$ cat src/rtl/core/u8sd_pkg.sv
// ----------------------------------------------------------------------------
// u8sd_pkg
// shared types, constants and helpers of the utf-8 stream decoder
// ----------------------------------------------------------------------------
package u8sd_pkg;

    localparam int CP_W  = 31;
    localparam int REM_W = 3;

    // default depth of the queue between front and back
    localparam int QUEUE_DEPTH_DEF = 4;

    localparam logic [CP_W-1:0] REPL_CHAR = CP_W'(32'h0000_FFFD);

    // byte class boundaries
    localparam logic [7:0] CONT_BASE  = 8'h80;
    localparam logic [7:0] LEAD2_BASE = 8'hC0;
    localparam logic [7:0] LEAD3_BASE = 8'hE0;
    localparam logic [7:0] LEAD4_BASE = 8'hF0;
    localparam logic [7:0] LEAD5_BASE = 8'hF8;
    localparam logic [7:0] LEAD6_BASE = 8'hFC;
    localparam logic [7:0] BAD_BASE   = 8'hFE;
    localparam logic [5:0] CONT_MASK  = 6'h3F;

    // one queue entry: up to two results caused by one input item
    typedef struct packed {
        logic            two;
        logic [CP_W-1:0] cp0;
        logic            bad0;
        logic [CP_W-1:0] cp1;
        logic            bad1;
    } u8sd_entry_t;

    // least legal value by total sequence length
    function automatic logic [CP_W-1:0] least_value(input logic [REM_W-1:0] len);
        logic [CP_W-1:0] v;
        begin
            unique case (len)
                3'd2:    v = CP_W'(32'h0000_0080);
                3'd3:    v = CP_W'(32'h0000_0800);
                3'd4:    v = CP_W'(32'h0001_0000);
                3'd5:    v = CP_W'(32'h0020_0000);
                3'd6:    v = CP_W'(32'h0400_0000);
                default: v = '0;
            endcase
            return v;
        end
    endfunction

endpackage

$ cat src/rtl/core/utf8_stream_decoder.sv
// ----------------------------------------------------------------------------
// utf8_stream_decoder
// byte-serial decoder for six-byte legacy utf-8, code points up to 0x7fffffff
// ----------------------------------------------------------------------------
// Takes one byte item per cycle and gives code point items. A front stage
// classifies each byte against the pending sequence and forms the zero, one
// or two results it causes; these wait in a short queue (QUEUE_DEPTH entries)
// and a back stage hands them out one result item per cycle, unless stalled,
// through an output register. Input is taken every cycle while the queue has
// room, so the input rate is one byte per cycle; the output side moves one
// result per cycle, so a byte that breaks a sequence and yields two results
// holds the back stage for both, and the input stalls only once the queue
// has filled. Results pass a queue slot, then the output register. Malformed
// input yields 0xFFFD with bad_sequence set; last_of_run marks the final
// result of each byte. A lead byte opening a sequence gives none of its own.
module utf8_stream_decoder
#(
    parameter int QUEUE_DEPTH = u8sd_pkg::QUEUE_DEPTH_DEF
)
(
    input  logic                      clk,
    input  logic                      rst_n,
    // byte input channel
    input  logic                      in_valid,
    output logic                      in_stall,
    input  logic [7:0]                data_byte,
    input  logic                      end_of_text,
    // result output channel
    output logic                      out_valid,
    input  logic                      out_stall,
    output logic [u8sd_pkg::CP_W-1:0] code_point,
    output logic                      bad_sequence,
    output logic                      last_of_run
);
    import u8sd_pkg::*;

    // front to queue
    logic        push;
    u8sd_entry_t push_entry;
    logic        q_full;

    // queue to back
    logic        q_valid;
    u8sd_entry_t q_head;
    logic        pop;

    // classify bytes and track the pending sequence
    u8sd_front u_front
    (
        .clk        (clk),
        .rst_n      (rst_n),
        .in_valid   (in_valid),
        .in_stall   (in_stall),
        .data_byte  (data_byte),
        .end_of_text(end_of_text),
        .q_full     (q_full),
        .push       (push),
        .push_entry (push_entry)
    );

    // decouples the byte side from the result side
    u8sd_queue #(
        .DEPTH(QUEUE_DEPTH)
    ) u_queue
    (
        .clk       (clk),
        .rst_n     (rst_n),
        .push      (push),
        .push_entry(push_entry),
        .full      (q_full),
        .pop       (pop),
        .not_empty (q_valid),
        .head      (q_head)
    );

    // one result item per cycle unless stalled, split of two-result entries
    u8sd_back u_back
    (
        .clk         (clk),
        .rst_n       (rst_n),
        .q_valid     (q_valid),
        .q_head      (q_head),
        .pop         (pop),
        .out_valid   (out_valid),
        .out_stall   (out_stall),
        .code_point  (code_point),
        .bad_sequence(bad_sequence),
        .last_of_run (last_of_run)
    );

endmodule

$ cat src/rtl/core/u8sd_front.sv
// ----------------------------------------------------------------------------
// u8sd_front
// accepts bytes, tracks the pending sequence and forms the results of a byte
// ----------------------------------------------------------------------------
module u8sd_front
(
    input  logic                 clk,
    input  logic                 rst_n,
    input  logic                 in_valid,
    output logic                 in_stall,
    input  logic [7:0]           data_byte,
    input  logic                 end_of_text,
    input  logic                 q_full,
    output logic                 push,
    output u8sd_pkg::u8sd_entry_t push_entry
);
    import u8sd_pkg::*;

    logic [REM_W-1:0] rem_reg, rem_next;
    logic [REM_W-1:0] len_reg, len_next;
    logic [CP_W-1:0]  part_reg, part_next;

    logic             accept;
    logic             is_cont;
    logic             handled;
    logic             over;
    logic [1:0]       n;
    logic [CP_W-1:0]  res_cp;
    logic             res_bad;
    logic             res_en;
    logic [REM_W-1:0] lead_rem;
    logic [CP_W-1:0]  lead_bits;

    assign in_stall = q_full;
    assign accept   = in_valid && !q_full;
    assign is_cont  = (data_byte >= CONT_BASE) && (data_byte < LEAD2_BASE);

    // continuation count and payload bits of a lead byte
    always_comb
    begin
        priority if (data_byte < LEAD3_BASE)
        begin
            lead_rem  = 3'd1;
            lead_bits = CP_W'(data_byte[4:0]);
        end
        else if (data_byte < LEAD4_BASE)
        begin
            lead_rem  = 3'd2;
            lead_bits = CP_W'(data_byte[3:0]);
        end
        else if (data_byte < LEAD5_BASE)
        begin
            lead_rem  = 3'd3;
            lead_bits = CP_W'(data_byte[2:0]);
        end
        else if (data_byte < LEAD6_BASE)
        begin
            lead_rem  = 3'd4;
            lead_bits = CP_W'(data_byte[1:0]);
        end
        else
        begin
            lead_rem  = 3'd5;
            lead_bits = CP_W'(data_byte[0]);
        end
    end

    always_comb
    begin
        rem_next   = rem_reg;
        len_next   = len_reg;
        part_next  = part_reg;
        push_entry = '0;
        n          = 2'd0;
        handled    = 1'b0;
        over       = 1'b0;

        // pending sequence: continue, finish or break it
        if (rem_reg != '0)
        begin
            if (is_cont)
            begin
                part_next = {part_reg[CP_W-7:0], data_byte[5:0] & CONT_MASK};
                rem_next  = rem_reg - 3'd1;
                handled   = 1'b1;
                if (rem_next == '0)
                begin
                    over            = part_next < least_value(len_reg);
                    push_entry.cp0  = over ? REPL_CHAR : part_next;
                    push_entry.bad0 = over;
                    n               = 2'd1;
                    part_next       = '0;
                    len_next        = '0;
                end
            end
            else
            begin
                push_entry.cp0  = REPL_CHAR;
                push_entry.bad0 = 1'b1;
                n               = 2'd1;
                rem_next        = '0;
                part_next       = '0;
                len_next        = '0;
            end
        end

        // byte decoded from idle
        res_en  = 1'b0;
        res_cp  = REPL_CHAR;
        res_bad = 1'b1;
        if (!handled)
        begin
            if (data_byte < CONT_BASE)
            begin
                res_en  = 1'b1;
                res_cp  = CP_W'(data_byte);
                res_bad = 1'b0;
            end
            else if (is_cont || (data_byte >= BAD_BASE))
            begin
                res_en = 1'b1;
            end
            else
            begin
                rem_next  = lead_rem;
                len_next  = lead_rem + 3'd1;
                part_next = lead_bits;
            end
        end
        if (res_en)
        begin
            if (n == 2'd0)
            begin
                push_entry.cp0  = res_cp;
                push_entry.bad0 = res_bad;
            end
            else
            begin
                push_entry.cp1  = res_cp;
                push_entry.bad1 = res_bad;
                push_entry.two  = 1'b1;
            end
            n = n + 2'd1;
        end

        // end of text flushes a pending sequence
        if (end_of_text && (rem_next != '0))
        begin
            if (n == 2'd0)
            begin
                push_entry.cp0  = REPL_CHAR;
                push_entry.bad0 = 1'b1;
            end
            else
            begin
                push_entry.cp1  = REPL_CHAR;
                push_entry.bad1 = 1'b1;
                push_entry.two  = 1'b1;
            end
            n         = n + 2'd1;
            rem_next  = '0;
            part_next = '0;
            len_next  = '0;
        end

        push = accept && (n != 2'd0);
    end

    always_ff @(posedge clk or negedge rst_n)
    begin
        if (!rst_n)
        begin
            rem_reg  <= '0;
            len_reg  <= '0;
            part_reg <= '0;
        end
        else if (accept)
        begin
            rem_reg  <= rem_next;
            len_reg  <= len_next;
            part_reg <= part_next;
        end
    end

endmodule

$ cat src/rtl/core/u8sd_queue.sv
// ----------------------------------------------------------------------------
// u8sd_queue
// short fifo of result entries between front and back
// ----------------------------------------------------------------------------
module u8sd_queue
#(
    parameter int DEPTH = u8sd_pkg::QUEUE_DEPTH_DEF
)
(
    input  logic                  clk,
    input  logic                  rst_n,
    input  logic                  push,
    input  u8sd_pkg::u8sd_entry_t push_entry,
    output logic                  full,
    input  logic                  pop,
    output logic                  not_empty,
    output u8sd_pkg::u8sd_entry_t head
);
    import u8sd_pkg::*;

    localparam int PTR_W = (DEPTH > 1) ? $clog2(DEPTH) : 1;
    localparam int CNT_W = $clog2(DEPTH + 1);
    localparam logic [PTR_W-1:0] LAST_PTR = PTR_W'(DEPTH - 1);
    localparam logic [CNT_W-1:0] FULL_CNT = CNT_W'(DEPTH);

    u8sd_entry_t       slots_reg [DEPTH];
    logic [PTR_W-1:0]  wr_ptr_reg, wr_ptr_next;
    logic [PTR_W-1:0]  rd_ptr_reg, rd_ptr_next;
    logic [CNT_W-1:0]  cnt_reg, cnt_next;
    logic              do_push;
    logic              do_pop;

    assign full      = (cnt_reg == FULL_CNT);
    assign not_empty = (cnt_reg != '0);
    assign head      = slots_reg[rd_ptr_reg];
    assign do_push   = push && !full;
    assign do_pop    = pop && not_empty;

    always_comb
    begin
        wr_ptr_next = wr_ptr_reg;
        rd_ptr_next = rd_ptr_reg;
        cnt_next    = cnt_reg;
        if (do_push)
        begin
            wr_ptr_next = (wr_ptr_reg == LAST_PTR) ? '0 : wr_ptr_reg + 1'b1;
        end
        if (do_pop)
        begin
            rd_ptr_next = (rd_ptr_reg == LAST_PTR) ? '0 : rd_ptr_reg + 1'b1;
        end
        if (do_push && !do_pop)
        begin
            cnt_next = cnt_reg + 1'b1;
        end
        else if (do_pop && !do_push)
        begin
            cnt_next = cnt_reg - 1'b1;
        end
    end

    always_ff @(posedge clk or negedge rst_n)
    begin
        if (!rst_n)
        begin
            wr_ptr_reg <= '0;
            rd_ptr_reg <= '0;
            cnt_reg    <= '0;
        end
        else
        begin
            wr_ptr_reg <= wr_ptr_next;
            rd_ptr_reg <= rd_ptr_next;
            cnt_reg    <= cnt_next;
        end
    end

    always_ff @(posedge clk)
    begin
        if (do_push)
        begin
            slots_reg[wr_ptr_reg] <= push_entry;
        end
    end

endmodule

$ cat src/rtl/core/u8sd_back.sv
// ----------------------------------------------------------------------------
// u8sd_back
// drains queue entries and presents one result item a cycle unless stalled
// ----------------------------------------------------------------------------
module u8sd_back
(
    input  logic                        clk,
    input  logic                        rst_n,
    input  logic                        q_valid,
    input  u8sd_pkg::u8sd_entry_t       q_head,
    output logic                        pop,
    output logic                        out_valid,
    input  logic                        out_stall,
    output logic [u8sd_pkg::CP_W-1:0]   code_point,
    output logic                        bad_sequence,
    output logic                        last_of_run
);
    import u8sd_pkg::*;

    logic            out_valid_reg, out_valid_next;
    logic            sel_reg, sel_next;
    logic [CP_W-1:0] cp_reg, cp_next;
    logic            bad_reg, bad_next;
    logic            last_reg, last_next;
    logic            load;
    logic            take;
    logic            split;

    always_comb
    begin
        load  = !out_valid_reg || !out_stall;
        take  = load && q_valid;
        split = q_head.two && !sel_reg;
        pop   = take && !split;

        out_valid_next = out_valid_reg;
        sel_next       = sel_reg;
        cp_next        = cp_reg;
        bad_next       = bad_reg;
        last_next      = last_reg;
        if (take)
        begin
            out_valid_next = 1'b1;
            sel_next       = split;
            cp_next        = sel_reg ? q_head.cp1 : q_head.cp0;
            bad_next       = sel_reg ? q_head.bad1 : q_head.bad0;
            last_next      = !split;
        end
        else if (load)
        begin
            out_valid_next = 1'b0;
        end
    end

    always_ff @(posedge clk or negedge rst_n)
    begin
        if (!rst_n)
        begin
            out_valid_reg <= 1'b0;
            sel_reg       <= 1'b0;
        end
        else
        begin
            out_valid_reg <= out_valid_next;
            sel_reg       <= sel_next;
        end
    end

    always_ff @(posedge clk)
    begin
        cp_reg   <= cp_next;
        bad_reg  <= bad_next;
        last_reg <= last_next;
    end

    assign out_valid    = out_valid_reg;
    assign code_point   = cp_reg;
    assign bad_sequence = bad_reg;
    assign last_of_run  = last_reg;

endmodule

$ cat config.mk
export PLATFORM = sky130hd
export DESIGN_NAME = utf8_stream_decoder
export DESIGN_NICKNAME = d
export VERILOG_FILES = /design/src/rtl/core/u8sd_pkg.sv /design/src/rtl/core/utf8_stream_decoder.sv /design/src/rtl/core/u8sd_front.sv /design/src/rtl/core/u8sd_queue.sv /design/src/rtl/core/u8sd_back.sv
export SDC_FILE = /design/constraint.sdc
export NUM_CORES = 1
export LEC_CHECK = 0
export ABC_AREA = 1
export BUFFER_PORTS_ARGS = -buffer_cell sky130_fd_sc_hd__clkbuf_2
export CORE_UTILIZATION = 50
export CTS_BUF_LIST = sky130_fd_sc_hd__clkbuf_2
export DETAILED_ROUTE_END_ITERATION = 7
export PLACE_DENSITY_LB_ADDON = 0.08
export SYNTH_ARGS = -nofsm -noshare
export SYNTH_HDL_FRONTEND = slang
export SYNTH_SLANG_ARGS = --single-unit
$ cat constraint.sdc
create_clock -name clk -period 13.2 [get_ports clk]
set_clock_uncertainty 0.05 [all_clocks]
set_input_delay 2.64 -clock clk [delete_from_list [all_inputs] [get_ports clk]]
set_output_delay 2.64 -clock clk [all_outputs]
set_load 0.01 [all_outputs]
==> results.md <==
* Status: complete, no violations
* Clk sink count at about 240
* Crit path kind: input port to flop
* Setup ws final at between 7 and 8 ns
* Cell depth of the worst flop-to-flop path at 22
* Hold Path Sink: u_back.out_valid
* Reg-to-Reg Start: u_front.rem_reg[0]
* Hold Violations, Final at 0
* Placed Area at between 0.01 and 0.015 mm²
* WHS Path Cells at 2
* Max Root-Sink Buffers at 3
* Post-Layout Inst Area at approximately 0.012 mm²
* Hold Slack at about 0.46 ns
* Startpoint Class: input port
* Vias per cell at ~5.5
* DP Cell Count at approximately 1200
* Layout cell share with drive strength beyond 1 at 18.5%
* Rows at 52
* Commonest non-fill, non-tap cell in the layout: edfxtp_1
* Largest net degree at the start of global routing at between 80 and 90
* Hold WC Path Type: flop to flop
* Most frequent cells in the layout: edfxtp_1, nor2_1, clkbuf_2
* Worst Path Max Fanout at 15
* First-pass GRT wire length at between 30000 and 40000 µm
* Clk root buf: clkbuf_2
* Antenna Nets Post-Route at 0
* Initial Util at roughly half
* Actual slew at the worst max-slew pin at between 1 and 1.5 ns
* Die X at ~150 µm
* Remaining DRCs at 0
* Setup slack, reg-to-reg at ~8.3 ns
* Post-CTS Resized at 0
* Global-route usage over all layers at 22.6%
* Setup TNS at 0 ns
* DR iter-0 viols at ~490
* Syn Nets at 979
* Avg Cell Area, Syn at 11.2 µm²
* Nets@finish at approximately 1000
* HP Start: u_back.out_valid
* Post-synthesis instance area at between 0.01 and 0.015 mm²
* Clk_lat worst skew at 0.84 ns
* Power, Total at about 2.9 mW
* Area Growth Syn to Fin at 9.55%
* FMAX at approximately 0.18 GHz
* H-tree Lvls at 2
* Synth warnings at 0
* Yosys cell types at between 40 and 50
* Max-slew violations at 0
* CP required at between 10 and 15 ns
* Vias in the first global route at 7123
* TritonCTS Buffers at between 60 and 70
* Core Box Area at 0.0205 mm²
* Crit path time final at ~5.5 ns
* Number of detailed-route iterations in the first pass at 5
* Seq/Total Area, Yosys at around two thirds
* Mapped Cells at 949
* Die height at between 100 and 150 µm
* Hold buffers post-CTS at 0
* Final-report setup violation count at 0
* Drt wl/cell at 18.0 µm
* Post-DP HPWL at about 14000 µm
* Crit Reg-Reg Endpoint: u_queue.cnt_reg[2]
* Initial antenna violation count at 1
* MaxCap Viol Count at 0
* WL final at 24100 µm
* CTS tree: done
* RSZ-0062 raised after global routing: no
* Top post-synthesis cells by area: edfxtp_1, dfrtp_1, nor2_1
* Post-layout util at 56.7%
* Post-synth EDFFs at about 200
* GP Congestion at 0.864
* IO Port Bufs at 47
* I/O pin count at 48
* Remaining global-route overflow at 0
* P per Cell Area at around 250 mW/mm²
* Via count at around 7300
* Synth area leader: edfxtp_1
* Period utilization at 41.9%
* #FFs+latches synth at approximately 240
* Relative slew slack at around 17%
* Final Non-Filler Cells at 1333
* Worst VDD drop at slightly above 200 µV
* Synth Flop Type: edfxtp_1
* Worst Path Arrival at 6.19 ns
* Share of the synthesized area in the top cell type at a little under three fifths
* Die area at about 0.022 mm²
* Post-CTS setup buffers at 0
* P_leak at about 4.6 nW
* Post-synth ARST share at approximately 17%
* Max reg flops at 168
* Worst setup EP type: flop
* Setup WS pre-CTS at 6.89 ns
* Worst-path clk slew at about 0.1 ns
## worst max-delay path, stage by stage
cell and delay (ns):
clkbuf_2 0.17, nand2_2 0.16, nor2_1 0.07, nor2_1 0.61, inv_1 0.42, ha_1 0.30, inv_1 0.06, nand3_2 0.15
nand2_1 0.22, inv_2 0.05, nand2_2 0.10, nand2_4 0.12, inv_2 0.10, ha_1 0.14, inv_1 0.06, fa_1 0.38
a21oi_1 0.14, o21ai_0 0.12, xor2_1 0.16
## power by group
| part | total [mW] | leakage (nW) | internal (mW) | switching [mW] |
|---|---|---|---|---|
| Sequential | 1.25 | 2.42 | 1.17 | 0.0744 |
| Combinational | 1.13 | 1.74 | 0.315 | 0.811 |
| Clock | 0.493 | 0.426 | 0.206 | 0.287 |
## synth_stat cells, types with 2 or more instances
cell / count
edfxtp_1: 201
nor2_1: 159
nand2_1: 96
o21ai_0: 96
inv_1: 71
a21oi_1: 62
clkbuf_1: 42
dfrtp_1: 40
nand4_1: 26
o22ai_1: 25
nand3_1: 24
ha_1: 16
o22ai_2: 10
a221o_1: 9
a31oi_1: 9
o2111ai_1: 8
inv_2: 7
nand2_2: 6
buf_1: 4
nand2_4: 4
buf_2: 3
buf_6: 3
buf_4: 2
clkinv_1: 2
nand3_2: 2
nor2_4: 2
nor3_1: 2
o221ai_1: 2
o31ai_1: 2
## metal layers
| layer | track usage, % | vias to the layer above | wire (µm) |
|---|---|---|---|
| li1 | - | 3524 | - |
| met1 | 30.7 | 3501 | 11000 |
| met2 | 36.4 | 209 | 11200 |
| met3 | 4.60 | 48 | 1340 |
| met4 | 8.09 | 0 | 486 |
| met5 | 0 | - | 0 |
## worst max-delay path by stage
stage                             from                 endpoint  cells past startpoint
after floorplan           data_byte[7]  u_queue.slots_reg[3][0]                     14
after global placement    data_byte[7]       u_queue.cnt_reg[2]                     19
after detailed placement  data_byte[7]       u_queue.cnt_reg[2]                     19
after CTS                 data_byte[7]       u_queue.cnt_reg[2]                     19
after global routing      data_byte[7]       u_queue.cnt_reg[2]                     19
final                     data_byte[7]       u_queue.cnt_reg[2]                     19
## cell type report
class	instances	area, µm²
Inverter	81	309
Antenna cell	1	2.50
Tap cell	270	338
Clock buffer	93	465
Sequential cell	241	7040
Fill cell	1784	8880
Multi-Input combinational cell	573	3050
Timing Repair Buffer	58	318
Clock inverter	16	91.3
## logic make-up (layout without fill, tap and decap cells)
| logic type | count (synthesis) | after routing | synth area share, % |
|---|---|---|---|
| fa+ha+maj | 17 | 17 | 2.08 |
| flops | 241 | 241 | 66.4 |
| buf+inv | 135 | 248 | 5.15 |
| compound gates | 225 | 225 | 12.6 |
| mux | 1 | 1 | 0.106 |
| simple gates | 328 | 328 | 13.5 |
| xor+xnor | 2 | 2 | 0.165 |
| other cells | 0 | 1 | 0 |
Power figures use the tool's default switching activity.
